## src/rtl/imd_pkg.sv

```systemverilog
`default_nettype none

package imd_pkg;

   localparam int BUFFER_BYTES = 1048576;
   localparam int COUNT_WIDTH  = $clog2(BUFFER_BYTES + 1);
   localparam int HEADER_LEN   = 12;
   localparam int HCOUNT_WIDTH = $clog2(HEADER_LEN);
   localparam int MAX_RESULTS  = 4;

   localparam logic [7:0]  MARK_TYPE         = 8'hAB;
   localparam logic [7:0]  MARK_STAMP        = 8'hAA;
   localparam logic [31:0] TERMINATOR        = 32'h0D0A0D0A;
   localparam logic [15:0] RESET_STREAM_TYPE = 16'd263;

   localparam logic [2:0] KIND_PAYLOAD   = 3'd0;
   localparam logic [2:0] KIND_EMPTY     = 3'd1;
   localparam logic [2:0] KIND_TEXT      = 3'd2;
   localparam logic [2:0] KIND_ABANDONED = 3'd3;
   localparam logic [2:0] KIND_LEN_ERROR = 3'd4;

   typedef enum logic [1:0] {
      PH_HUNT,
      PH_HEAD,
      PH_PAY,
      PH_TEXT
   } phase_type;

   typedef struct packed {
      logic [2:0]  kind;
      logic [7:0]  out_byte;
      logic [15:0] stream_id;
      logic        fresh_type;
      logic [31:0] stamp;
      logic        last;
   } result_type;

   typedef struct packed {
      logic [2:0]                   count;
      result_type [MAX_RESULTS-1:0] item;
   } batch_type;

endpackage

`default_nettype wire

```

## src/rtl/imd_req_if.sv

```systemverilog
`default_nettype none

interface imd_req_if;
   logic       valid;
   logic       ready;
   logic [7:0] data_byte;

   modport source (output valid, output data_byte, input ready);
   modport sink (input valid, input data_byte, output ready);
endinterface

`default_nettype wire

```

## src/rtl/imd_rsp_if.sv

```systemverilog
`default_nettype none

interface imd_rsp_if;
   logic        valid;
   logic        ready;
   logic [2:0]  kind;
   logic [7:0]  out_byte;
   logic [15:0] stream_id;
   logic        fresh_type;
   logic [31:0] stamp;
   logic        last;

   modport source (output valid, output kind, output out_byte, output stream_id,
                   output fresh_type, output stamp, output last, input ready);
   modport sink (input valid, input kind, input out_byte, input stream_id,
                 input fresh_type, input stamp, input last, output ready);
endinterface

`default_nettype wire

```

## src/rtl/imd_parser.sv

```systemverilog
`default_nettype none

module imd_parser (
   input  wire logic               clock,
   input  wire logic               reset,
   input  wire logic               accept,
   input  wire logic [7:0]         data_byte,
   output imd_pkg::batch_type      batch
);

   imd_pkg::phase_type phase_ff, phase_in;
   logic [7:0] header_ff [imd_pkg::HEADER_LEN];
   logic [7:0] hb_in [imd_pkg::HEADER_LEN];
   logic [imd_pkg::HCOUNT_WIDTH-1:0] header_count_ff, header_count_in;
   logic [15:0] saved_type_ff, saved_type_in;
   logic [31:0] saved_seconds_ff, saved_seconds_in;
   logic [15:0] tag_stream_ff, tag_stream_in;
   logic        tag_fresh_ff, tag_fresh_in;
   logic [31:0] tag_stamp_ff, tag_stamp_in;
   logic [imd_pkg::COUNT_WIDTH-1:0] bytes_left_ff, bytes_left_in;
   logic [imd_pkg::COUNT_WIDTH-1:0] text_count_ff, text_count_in;
   logic [31:0] tail_ff, tail_in;

   logic        hunt_done, head_done, marker_hit, type_hdr;
   logic        len_bad, len_zero, text_full, text_term;
   logic [31:0] open_window, len_word, field_word, tail_shift;
   logic [imd_pkg::COUNT_WIDTH-1:0] left_dec, count_inc;
   logic [15:0] new_stream;
   logic        new_fresh;
   logic [31:0] new_stamp;

   always_comb begin
      hb_in = header_ff;
      if (phase_ff == imd_pkg::PH_HUNT) begin
         hb_in[header_count_ff] = data_byte;
      end else if (phase_ff == imd_pkg::PH_HEAD) begin
         hb_in[header_count_ff] = data_byte;
      end
   end

   assign hunt_done   = (header_count_ff[1:0] == 2'd3);
   assign head_done   = (header_count_ff == imd_pkg::HCOUNT_WIDTH'(imd_pkg::HEADER_LEN - 1));
   assign marker_hit  = (hb_in[0] == imd_pkg::MARK_TYPE || hb_in[0] == imd_pkg::MARK_STAMP)
                        && hb_in[1] == imd_pkg::MARK_STAMP && hb_in[2] == 8'h00
                        && hb_in[3] == 8'h00;
   assign open_window = {hb_in[0], hb_in[1], hb_in[2], hb_in[3]};
   assign len_word    = {hb_in[7], hb_in[6], hb_in[5], hb_in[4]};
   assign field_word  = {hb_in[11], hb_in[10], hb_in[9], hb_in[8]};
   assign type_hdr    = (hb_in[0] == imd_pkg::MARK_TYPE);
   assign len_bad     = (len_word > 32'(imd_pkg::BUFFER_BYTES));
   assign len_zero    = (len_word == 32'd0);
   assign left_dec    = bytes_left_ff - imd_pkg::COUNT_WIDTH'(1);
   assign count_inc   = text_count_ff + imd_pkg::COUNT_WIDTH'(1);
   assign text_full   = (count_inc >= imd_pkg::COUNT_WIDTH'(imd_pkg::BUFFER_BYTES - 8));
   assign tail_shift  = {tail_ff[23:0], data_byte};
   assign text_term   = (tail_shift == imd_pkg::TERMINATOR);
   assign new_stream  = type_hdr ? field_word[15:0] : saved_type_ff;
   assign new_fresh   = type_hdr;
   assign new_stamp   = type_hdr ? saved_seconds_ff : field_word;

   always_comb begin
      phase_in = phase_ff;
      case (phase_ff)
         imd_pkg::PH_HUNT: begin
            if (hunt_done) begin
               if (marker_hit) begin
                  phase_in = imd_pkg::PH_HEAD;
               end else if (open_window == imd_pkg::TERMINATOR) begin
                  phase_in = imd_pkg::PH_HUNT;
               end else begin
                  phase_in = imd_pkg::PH_TEXT;
               end
            end
         end
         imd_pkg::PH_HEAD: begin
            if (head_done) begin
               phase_in = (!len_bad && !len_zero) ? imd_pkg::PH_PAY : imd_pkg::PH_HUNT;
            end
         end
         imd_pkg::PH_PAY: begin
            if (left_dec == '0) begin
               phase_in = imd_pkg::PH_HUNT;
            end
         end
         imd_pkg::PH_TEXT: begin
            if (text_full || text_term) begin
               phase_in = imd_pkg::PH_HUNT;
            end
         end
         default: phase_in = imd_pkg::PH_HUNT;
      endcase
   end

   always_comb begin
      header_count_in  = header_count_ff;
      saved_type_in    = saved_type_ff;
      saved_seconds_in = saved_seconds_ff;
      tag_stream_in    = tag_stream_ff;
      tag_fresh_in     = tag_fresh_ff;
      tag_stamp_in     = tag_stamp_ff;
      bytes_left_in    = bytes_left_ff;
      text_count_in    = text_count_ff;
      tail_in          = tail_ff;
      batch            = '0;
      case (phase_ff)
         imd_pkg::PH_HUNT: begin
            header_count_in = {{(imd_pkg::HCOUNT_WIDTH-2){1'b0}},
                               header_count_ff[1:0] + 2'd1};
            if (hunt_done) begin
               if (marker_hit) begin
                  header_count_in = imd_pkg::HCOUNT_WIDTH'(4);
               end else begin
                  tail_in       = open_window;
                  text_count_in = '0;
                  batch.count   = 3'd4;
                  for (int i = 0; i < imd_pkg::MAX_RESULTS; i++) begin
                     batch.item[i].kind     = imd_pkg::KIND_TEXT;
                     batch.item[i].out_byte = hb_in[i];
                  end
                  batch.item[3].last = (open_window == imd_pkg::TERMINATOR);
               end
            end
         end
         imd_pkg::PH_HEAD: begin
            header_count_in = header_count_ff + imd_pkg::HCOUNT_WIDTH'(1);
            if (head_done) begin
               header_count_in = '0;
               tag_stream_in   = new_stream;
               tag_fresh_in    = new_fresh;
               tag_stamp_in    = new_stamp;
               if (type_hdr) begin
                  saved_type_in = field_word[15:0];
               end else begin
                  saved_seconds_in = field_word;
               end
               if (len_bad) begin
                  batch.count        = 3'd1;
                  batch.item[0].kind = imd_pkg::KIND_LEN_ERROR;
               end else if (len_zero) begin
                  batch.count              = 3'd1;
                  batch.item[0].kind       = imd_pkg::KIND_EMPTY;
                  batch.item[0].stream_id  = new_stream;
                  batch.item[0].fresh_type = new_fresh;
                  batch.item[0].stamp      = new_stamp;
                  batch.item[0].last       = 1'b1;
               end else begin
                  bytes_left_in = len_word[imd_pkg::COUNT_WIDTH-1:0];
               end
            end
         end
         imd_pkg::PH_PAY: begin
            bytes_left_in            = left_dec;
            batch.count              = 3'd1;
            batch.item[0].kind       = imd_pkg::KIND_PAYLOAD;
            batch.item[0].out_byte   = data_byte;
            batch.item[0].stream_id  = tag_stream_ff;
            batch.item[0].fresh_type = tag_fresh_ff;
            batch.item[0].stamp      = tag_stamp_ff;
            batch.item[0].last       = (left_dec == '0);
         end
         imd_pkg::PH_TEXT: begin
            tail_in                = tail_shift;
            text_count_in          = count_inc;
            batch.item[0].kind     = imd_pkg::KIND_TEXT;
            batch.item[0].out_byte = data_byte;
            if (text_full) begin
               batch.count        = 3'd2;
               batch.item[1].kind = imd_pkg::KIND_ABANDONED;
               batch.item[1].last = 1'b1;
            end else begin
               batch.count        = 3'd1;
               batch.item[0].last = text_term;
            end
         end
         default: begin
            header_count_in = '0;
         end
      endcase
   end

   always_ff @(posedge clock) begin
      if (reset) begin
         phase_ff         <= imd_pkg::PH_HUNT;
         header_count_ff  <= '0;
         saved_type_ff    <= imd_pkg::RESET_STREAM_TYPE;
         saved_seconds_ff <= '0;
         tag_stream_ff    <= '0;
         tag_fresh_ff     <= 1'b0;
         tag_stamp_ff     <= '0;
         bytes_left_ff    <= '0;
         text_count_ff    <= '0;
         tail_ff          <= '0;
         for (int i = 0; i < imd_pkg::HEADER_LEN; i++) begin
            header_ff[i] <= 8'h00;
         end
      end else if (accept) begin
         phase_ff         <= phase_in;
         header_count_ff  <= header_count_in;
         saved_type_ff    <= saved_type_in;
         saved_seconds_ff <= saved_seconds_in;
         tag_stream_ff    <= tag_stream_in;
         tag_fresh_ff     <= tag_fresh_in;
         tag_stamp_ff     <= tag_stamp_in;
         bytes_left_ff    <= bytes_left_in;
         text_count_ff    <= text_count_in;
         tail_ff          <= tail_in;
         header_ff        <= hb_in;
      end
   end

endmodule

`default_nettype wire

```

## src/rtl/interleaved_media_deframer_top.sv

```systemverilog
// Interleaved media deframer. The req_channel carries one received byte per beat; the
// rsp_channel carries result beats (payload byte, empty packet, text byte, text
// abandoned, length error) tagged with stream type, fresh flag and timestamp.
// Each accepted byte is parsed in the cycle it is accepted, and its results are
// loaded into a four-entry output queue, so the first result of a byte is offered
// in the cycle after that byte is accepted.
// Throughput is one byte per cycle while each byte gives at most one result and
// the receiver takes each result as it is offered. A byte that closes a non-marker
// four-byte group gives four text results and a byte that hits the text limit gives
// two; req_channel.ready stays low until all but the last of them have left. The
// output queue sets this: a new byte is taken only once the queue is empty or its
// last entry leaves in the same cycle.
// When the receiver stalls, the queue holds its entries and ready falls as soon
// as the queue cannot drain in the current cycle.
// Synchronous reset empties the queue and returns the parser to hunting for a
// marker, with the stored stream type set to 263 and the timestamp cleared.
`default_nettype none

module interleaved_media_deframer_top (
   input wire logic  clock,
   input wire logic  reset,
   imd_req_if.sink   req_channel,
   imd_rsp_if.source rsp_channel
);

   imd_pkg::batch_type batch;
   imd_pkg::result_type [imd_pkg::MAX_RESULTS-1:0] slot_ff, slot_in;
   logic [2:0] count_ff, count_in;
   logic       in_accept, out_pop;

   assign out_pop   = rsp_channel.valid && rsp_channel.ready;
   assign req_channel.ready = (count_ff == 3'd0) || (count_ff == 3'd1 && rsp_channel.ready);
   assign in_accept = req_channel.valid && req_channel.ready;

   imd_parser u_parser (
      .clock     (clock),
      .reset     (reset),
      .accept    (in_accept),
      .data_byte (req_channel.data_byte),
      .batch     (batch)
   );

   always_comb begin
      slot_in  = slot_ff;
      count_in = count_ff;
      if (in_accept) begin
         slot_in  = batch.item;
         count_in = batch.count;
      end else if (out_pop) begin
         slot_in[0] = slot_ff[1];
         slot_in[1] = slot_ff[2];
         slot_in[2] = slot_ff[3];
         count_in   = count_ff - 3'd1;
      end
   end

   always_ff @(posedge clock) begin
      if (reset) begin
         count_ff <= '0;
      end else begin
         count_ff <= count_in;
      end
   end

   always_ff @(posedge clock) begin
      slot_ff <= slot_in;
   end

   assign rsp_channel.valid      = (count_ff != 3'd0);
   assign rsp_channel.kind       = slot_ff[0].kind;
   assign rsp_channel.out_byte   = slot_ff[0].out_byte;
   assign rsp_channel.stream_id  = slot_ff[0].stream_id;
   assign rsp_channel.fresh_type = slot_ff[0].fresh_type;
   assign rsp_channel.stamp      = slot_ff[0].stamp;
   assign rsp_channel.last       = slot_ff[0].last;

endmodule

`default_nettype wire

```

## src/flat_wrapper.sv

```systemverilog
// flat-port wrapper written by rule: the top's interface ports become plain ports
module interleaved_media_deframer_top_flat 
  (clock, reset, req_channel_valid, req_channel_data_byte, req_channel_ready, rsp_channel_valid, rsp_channel_kind, rsp_channel_out_byte, rsp_channel_stream_id, rsp_channel_fresh_type, rsp_channel_stamp, rsp_channel_last, rsp_channel_ready);
  imd_req_if req_channel_i ();
  imd_rsp_if rsp_channel_i ();
  input wire logic clock;
  input wire logic reset;
  input wire logic [$bits(req_channel_i.valid)-1:0] req_channel_valid;
  input wire logic [$bits(req_channel_i.data_byte)-1:0] req_channel_data_byte;
  output wire logic [$bits(req_channel_i.ready)-1:0] req_channel_ready;
  output wire logic [$bits(rsp_channel_i.valid)-1:0] rsp_channel_valid;
  output wire logic [$bits(rsp_channel_i.kind)-1:0] rsp_channel_kind;
  output wire logic [$bits(rsp_channel_i.out_byte)-1:0] rsp_channel_out_byte;
  output wire logic [$bits(rsp_channel_i.stream_id)-1:0] rsp_channel_stream_id;
  output wire logic [$bits(rsp_channel_i.fresh_type)-1:0] rsp_channel_fresh_type;
  output wire logic [$bits(rsp_channel_i.stamp)-1:0] rsp_channel_stamp;
  output wire logic [$bits(rsp_channel_i.last)-1:0] rsp_channel_last;
  input wire logic [$bits(rsp_channel_i.ready)-1:0] rsp_channel_ready;
  assign req_channel_i.valid = req_channel_valid;
  assign req_channel_i.data_byte = req_channel_data_byte;
  assign req_channel_ready = req_channel_i.ready;
  assign rsp_channel_valid = rsp_channel_i.valid;
  assign rsp_channel_kind = rsp_channel_i.kind;
  assign rsp_channel_out_byte = rsp_channel_i.out_byte;
  assign rsp_channel_stream_id = rsp_channel_i.stream_id;
  assign rsp_channel_fresh_type = rsp_channel_i.fresh_type;
  assign rsp_channel_stamp = rsp_channel_i.stamp;
  assign rsp_channel_last = rsp_channel_i.last;
  assign rsp_channel_i.ready = rsp_channel_ready;
  interleaved_media_deframer_top u_core (.clock(clock), .reset(reset), .req_channel(req_channel_i), .rsp_channel(rsp_channel_i));
endmodule
```

## config.mk

```make
export PLATFORM = sky130hd
export DESIGN_NAME = interleaved_media_deframer_top_flat
export DESIGN_NICKNAME = d
export VERILOG_FILES = /design/src/rtl/imd_pkg.sv /design/src/rtl/imd_req_if.sv /design/src/rtl/imd_rsp_if.sv /design/src/rtl/imd_parser.sv /design/src/rtl/interleaved_media_deframer_top.sv /design/src/flat_wrapper.sv
export SDC_FILE = /design/constraint.sdc
export NUM_CORES = 1
export LEC_CHECK = 0
export BUFFER_PORTS_ARGS = -buffer_cell sky130_fd_sc_hd__buf_2
export CAP_MARGIN = 15
export CORE_MARGIN = 2
export CORE_UTILIZATION = 50
export CTS_BUF_LIST = sky130_fd_sc_hd__clkbuf_16
export DETAILED_ROUTE_END_ITERATION = 6
export HOLD_SLACK_MARGIN = 0.1
export PLACE_DENSITY = 0.67
export SLEW_MARGIN = 20
export SYNTH_ARGS = -nofsm -noshare
export SYNTH_HDL_FRONTEND = slang
export SYNTH_SLANG_ARGS = --single-unit
export TNS_END_PERCENT = 20
```

## constraint.sdc

```tcl
create_clock -name clock -period 4.62 [get_ports clock]
set_input_delay 0.924 -clock clock [delete_from_list [all_inputs] [get_ports clock]]
set_output_delay 0.924 -clock clock [all_outputs]
set_load 0.03 [all_outputs]
```

---- Word-level counts from Yosys, hierarchy flattened ----
Cells that the tools add are included.
word-level totals
  bits in registers ....................... 333
  output and inout bits ................... 63
operators by class
  $add $sub $neg .......................... 5
  magnitude comparators ................... 4
  eq/ne operators ......................... 18
  mux-type cells .......................... 62
  bitwise logic cells ..................... 3
  reduce and logical (&&, ||, !) cells .... 32
operators with widths
  kind                                                              number
  two-way mux 183 bit                                               2
  two-way mux 96 bit                                                2
  two-way mux 50 bit                                                3
  two-way mux 21 bit                                                5
  case mux 49 bit (2 select lines)                                  1
  bitwise mux 96 bit                                                1
  case mux 21 bit (2 select lines)                                  2
  equality test 32 x 28 -> 1 bit (second input constant)            2
  two-way mux 10 bit                                                5
  two-way mux 24 bit                                                2
  case mux 24 bit (2 select lines)                                  1
  demux 8 bit (select 4 bit)                                        1
  greater-than comparator 32 x 21 -> 1 bit (second input constant)  1
  logical NOT 32 bit                                                1
  two-way mux 32 bit                                                1
  two-way mux 14 bit                                                2
  equality test 8 bit (second input constant)                       3
  case mux 3 bit (4 select lines)                                   2
  two-way mux 11 bit                                                2
  adder 21 x 1 -> 21 bit (second input constant)                    1
  >= comparator 21 x 20 -> 1 bit (second input constant)            1
  logical NOT 21 bit                                                1
  subtractor 21 x 1 -> 21 bit (second input constant)               1
  two-way mux 2 bit                                                 9
  36 further kinds                                                  72

---- Depth between registers and ports, before layout ----
  word-level depth ........................ 17
  mapped depth ............................ 16

---- Cells and area by module ----
Synthesis repeated with hierarchy kept, for this count alone.
second synthesis, totals
  cells, all modules ...................... 2359
  area, all modules ....................... 24895.1 um^2
by module, submodules not included
  module                          instances  cells each  area an instance (um^2)
  imd_parser                      1          1817        13787.0
  interleaved_media_deframer_top  1          542         11108.2

---- Worst setup path after synthesis ----
OpenSTA, ideal clock, no wires.
  kind .................................... input port to flip-flop
  start ................................... input rsp_channel_ready
  end ..................................... register u_core.slot_ff, in the netlist u_core.rsp_channel.fresh_type (enable)
  library setup time ...................... 442 ps
  arrival ................................. 3818 ps
  data required time ...................... 4178 ps
  setup slack ............................. 360 ps
  stages .................................. 6
  buffers on the path ..................... 2
  path through ............................ a21oi_1 > nor2_1 > nand2_1 > clkbuf_1 > clkbuf_1 > nand2_1
on the way
  longest elaborated chain between the ends .. 4
ends and longest elaborated chain
  what                          line                                  text
  start: declaration            flat_wrapper.sv:18                    input wire logic [$bits(rsp_channel_i.ready)-1:0] rsp_channel_ready;
  logical AND 1 bit             interleaved_media_deframer_top.sv:32  assign req_channel.ready = (count_ff == 3'd0) || (count_ff == 3'd1 && rsp_channel.ready);
  logical OR 1 bit              interleaved_media_deframer_top.sv:32
  via req_channel_ready         flat_wrapper.sv:10                    output wire logic [$bits(req_channel_i.ready)-1:0] req_channel_ready;
  logical AND 1 bit             interleaved_media_deframer_top.sv:33  assign in_accept = req_channel.valid && req_channel.ready;
  nonzero test 2 bit (no line)  n/a
  end signal: assignment        interleaved_media_deframer_top.sv:66  slot_ff <= slot_in;
  end: declaration              interleaved_media_deframer_top.sv:27  imd_pkg::result_type [imd_pkg::MAX_RESULTS-1:0] slot_ff, slot_in;
The timed path passes the listed nets, and every way through them passes these cells.
A chain may end at the register's enable or synchronous reset.

---- Worst setup path in the final report ----
  start ................................... register u_core.u_parser.phase_ff[0]
  end ..................................... register u_core.u_parser.text_count_ff[18] in the netlist's numbering
on the way
  longest elaborated chain between the ends .. 10
ends and longest elaborated chain
  what                             line               text
  start: declaration               imd_parser.sv:11   imd_pkg::phase_type phase_ff, phase_in;
  start signal: assignment         imd_parser.sv:183  phase_ff <= imd_pkg::PH_HUNT;
  start signal: assignment         imd_parser.sv:197  phase_ff <= phase_in;
  equality test 2 x 1 -> 1 bit     imd_parser.sv:36   end else if (phase_ff == imd_pkg::PH_HEAD) begin
  two-way mux 96 bit               imd_parser.sv:36
  two-way mux 96 bit               imd_parser.sv:34   if (phase_ff == imd_pkg::PH_HUNT) begin
  equality test 8 bit              imd_parser.sv:43   assign marker_hit = (hb_in[0] == imd_pkg::MARK_TYPE || hb_in[0] == imd_pkg::MARK_STAMP)
  logical OR 1 bit                 imd_parser.sv:43
  logical AND 1 bit (2 in series)  imd_parser.sv:44   && hb_in[1] == imd_pkg::MARK_STAMP && hb_in[2] == 8'h00
  logical AND 1 bit                imd_parser.sv:45   && hb_in[3] == 8'h00;
  != test 2 bit (no line)          n/a
  AND reduction 4 bit (no line)    n/a
  end signal: assignment           imd_parser.sv:205  text_count_ff <= text_count_in;
  end: declaration                 imd_parser.sv:21   logic [imd_pkg::COUNT_WIDTH-1:0] text_count_ff, text_count_in;
Several ways; a longest one is shown, not always the timed one.

==> metrics.csv <==
stage,metric,value,unit
die,die_w,182,um
critical_path,cp_top_family,compound AO/OA/AOI/OAI gates,
sta,hold_viol_final,0,
synthesis,netlist_instances,1911,
sta,hold_ws,448,ps
grt,grt_max_degree,101,
sta,final.min_clock_period,4030,ps
detailed_routing,drt-initial-drc-count,1495,
final_layout,nets,1896,
sta,rsz0062_at_grt,false,
synthesis,synthAdderAreaFrac,0.0118,
synthesis,syn_avg_cell_area,8.31,um^2
placed_design,gp_congestion,0.942,
critical_path,r2r_slack,590,ps
synthesis,synth_commonest_cells,"nor2_1 (266), nand2_1 (237), dfxtp_1 (225), a21oi_1 (193), o21ai_0 (128)",
synthesis,synth_compound_area_frac,0.222,
sta,setup_violations,0,
clocking,cts_sinks,316,
detailed_routing,detail_route.wl_per_cell,19.2,um
sta,timing.final.crit_share,0.872,
critical_path,worstPathArrival,4450,ps
sta,timing.setup.tns,0,ps
clocking,cts_root_buf,clkbuf_16,
flow_run,maxCapViolCount,0,
min_path,hold_path_class,reg2reg,
critical_path,required,5040,ps
clocking,clk_latency,530,ps
grt,grt_pass1_vias,13000,
synthesis,syn_area,15900,um^2
synthesis,synth_edf_count,91,
sta,tightest_slew,915,ps
placed_design,dpl.hpwl,28.7,mm
synthesis,synthMuxAreaShare,0.0308,
sta,relSlewSlack,0.386,
die,ios,75,
detailed_routing,ant_nets,0,
synthesis,ys_ff_latch,316,
clocking,clkTransAtPathRegs,60,ps
sta,fin_skew,27.3,ps
critical_path,rr_worst_depth,12,
critical_path,cp.depth,12,
synthesis,synth_ff_type,dfxtp_1,
status,status,"complete, no violations",
critical_path,end_kind,flip-flop,
sta,maxSlewViolCount,0,
final_layout,final_util,0.551,
clocking,h-tree-depth,2,
grt,antenna_found_initial,1,
synthesis,synth_cell_types,71,
placed_design,post_dp_cell_area,16200,um^2
synthesis,netlist_top_cells_area,"dfxtp_1 (28%), edfxtp_1 (17%), nor2_1 (6.3%)",
critical_path,crit_fanout,20,
detailed_routing,drt-pass1-iter-count,5,
power_and_ir_drop,power,6.88,mW
clocking,cts_buffers,35,
detailed_routing,num_vias,14000,
power_and_ir_drop,power_density,398,nW/um^2
detailed_routing,routed_wl,44.2,mm
critical_path,slowest_delay,590,ps
synthesis,synth-xor-area-share,0.00441,
power_and_ir_drop,p_leak,6.13,nW
die,die_area,33200,um^2
clocking,postCtsSetupRepairBufs,0,
critical_path,rr_endpoint,u_core.u_parser.text_count_ff[18],
grt,groute.usage.overall,0.262,
final_layout,area_delta_synth_final,8.89,%
critical_path,slowest_stage,or4_1,
die,coreArea,31400,um^2
placed_design,portBuffers,74,
synthesis,synth_top_area_frac,0.284,
final_layout,final_area,17300,um^2
critical_path,startpoint_type,flip-flop,
power_and_ir_drop,ir_worst_vdd,0.000265,V
grt,globalRouteOverflowTotal,0,
clocking,cts_tree,yes,
grt,grt_pass1_wl,70.7,mm
critical_path,cpMostUsedCell,buf_4,
final_layout,n_fill_cell,2871,
die,start_util,0.506,
detailed_routing,avgViaCountPerCell,6.10,
die,rows,65,
critical_path,rr_startpoint,u_core.u_parser.phase_ff[0],
final_layout,drive_gt1_frac,0.114,
detailed_routing,drc_errors,0,
clocking,cts_hold_buffers,0,
synthesis,synthSimpleGateAreaFrac,0.202,
critical_path,startpoint,u_core.u_parser.phase_ff[0],
clocking,cts_max_path_buffers,3,
critical_path,path_cells,inv_1 > ha_1 > nor2_1 > buf_4 > nor3_1 > mux2_2 > or4_1 > o21ai_1 > o31ai_4 > buf_4 > a21o_1 > o22ai_1,
synthesis,yosys.area.top_type,dfxtp_1,
synthesis,synth_most_common_cell,nor2_1,
critical_path,crit_type,reg2reg,
sta,fmax,248,MHz
critical_path,cp-endpoint,u_core.u_parser.text_count_ff[18],
synthesis,async_flop_share,0,
synthesis,synth_top_family_by_area,compound AO/OA/AOI/OAI gates,
synthesis,synth-seq-area-share,0.456,
min_path,whs_path_depth,2,
clocking,post_cts_resized,0,
die,die_y,182,um
synthesis,synth_nets,1938,
synthesis,ys.warnings.count,0,
critical_path,path_buf_inv,3,
==> kinds of logic after synthesis <==
logic type	count (synthesis)
AOI/OAI and AO/OA	570
xor gates and xnor gates	8
adders and majority gates	15
buffers and inverters	244
DFF	316
muxes	47
and+or+nand+nor	711
==> registers in the layout, indices dropped and copies added, names as in the netlist <==
signal and count:
u_core.u_parser.header_ff 96, u_core.rsp_channel.stamp 32, u_core.u_parser.saved_type_ff 16, u_core.rsp_channel.fresh_type 1, u_core.u_parser.tag_stamp_ff 32, u_core.u_parser.bytes_left_ff 21, u_core.count_ff 3, u_core.u_parser.tag_stream_ff 4
u_core.slot_ff 31, u_core.rsp_channel.kind 3, u_core.rsp_channel.last 1, u_core.rsp_channel.out_byte 8, u_core.u_parser.phase_ff 2, u_core.u_parser.text_count_ff 21, u_core.rsp_channel.stream_id 16, u_core.u_parser.tail_ff 24
u_core.u_parser.tag_fresh_ff 1, u_core.u_parser.header_count_ff 4
==> placed cells by master (no fill, tap or decap), drive strengths merged, types with 16 or more instances in the layout <==
cell type,count
nor2,266
nand2,237
dfxtp,225
a21oi,193
o21ai,129
buf,126
edfxtp,91
a211oi,76
a22oi,54
inv,43
clkbuf,38
nand3,34
mux2i,32
nor3,32
nor4,27
nand2b,23
clkinv,18
or3,16
==> worst register-to-register path, cell delays in order, from the launching register on <==
cell and delay [ps]:
dfxtp_1 350, inv_1 120, ha_1 380, nor2_1 130, buf_4 190, nor3_1 280
mux2_2 390, or4_1 590, o21ai_1 530, o31ai_4 340, buf_4 320, a21o_1 180
o22ai_1 130
==> where the power goes <==
group	switching [mW]	total (mW)	leakage, nW	internal [mW]
Sequential	0.0900	3.15	2.75	3.06
Combinational	0.777	1.06	2.81	0.280
Clock	1.13	2.67	0.566	1.54
Total	2.00	6.88	6.13	4.88
==> layout make-up <==
type,count,area [um^2],share of cell area
Timing Repair Buffer,126,779,0.0451
Clock inverter,25,153,0.00883
Inverter,39,146,0.00847
Multi-Input combinational cell,1351,7520,0.435
Tap cell,402,503,0.0291
Antenna cell,1,2.50,0.000145
Clock buffer,38,951,0.0550
Sequential cell,316,7240,0.419
==> metal layers <==
| layer | up-vias | track usage | share of wire | wire length [um] |
|---|---|---|---|---|
| li1 | 6701 | - | - | - |
| met1 | 6702 | 0.367 | 0.44 | 19600 |
| met2 | 517 | 0.424 | 0.46 | 20400 |
| met3 | 99 | 0.0329 | 0.067 | 2970 |
| met4 | 0 | 0.0858 | 0.029 | 1280 |
| met5 | - | 0 | 0 | 0 |
==> metrics by stage <==
stage / setup slack, ps / std cells
2_1_floorplan: 360 / 1911
3_3_place_gp: 695 / 2234
3_5_place_dp: 548 / 2234
4_1_cts: 714 / 2297
5_1_grt: 414 / 2298
6_report: 591 / 2298
==> worst min-delay path by stage <==
stage	from	end	slack, ps
floorplan	u_core.u_parser.tail_ff[22]	u_core.u_parser.tail_ff[22]	430
global placement	u_core.u_parser.tail_ff[16]	u_core.u_parser.tail_ff[16]	430
detailed placement	u_core.u_parser.tail_ff[16]	u_core.u_parser.tail_ff[16]	440
CTS	u_core.u_parser.tail_ff[16]	u_core.u_parser.tail_ff[16]	450
global route	u_core.u_parser.header_ff[3]	u_core.u_parser.header_ff[3]	480
finish	u_core.u_parser.tail_ff[16]	u_core.u_parser.tail_ff[16]	450
No activity file was read; power rests on OpenSTA's default activity.
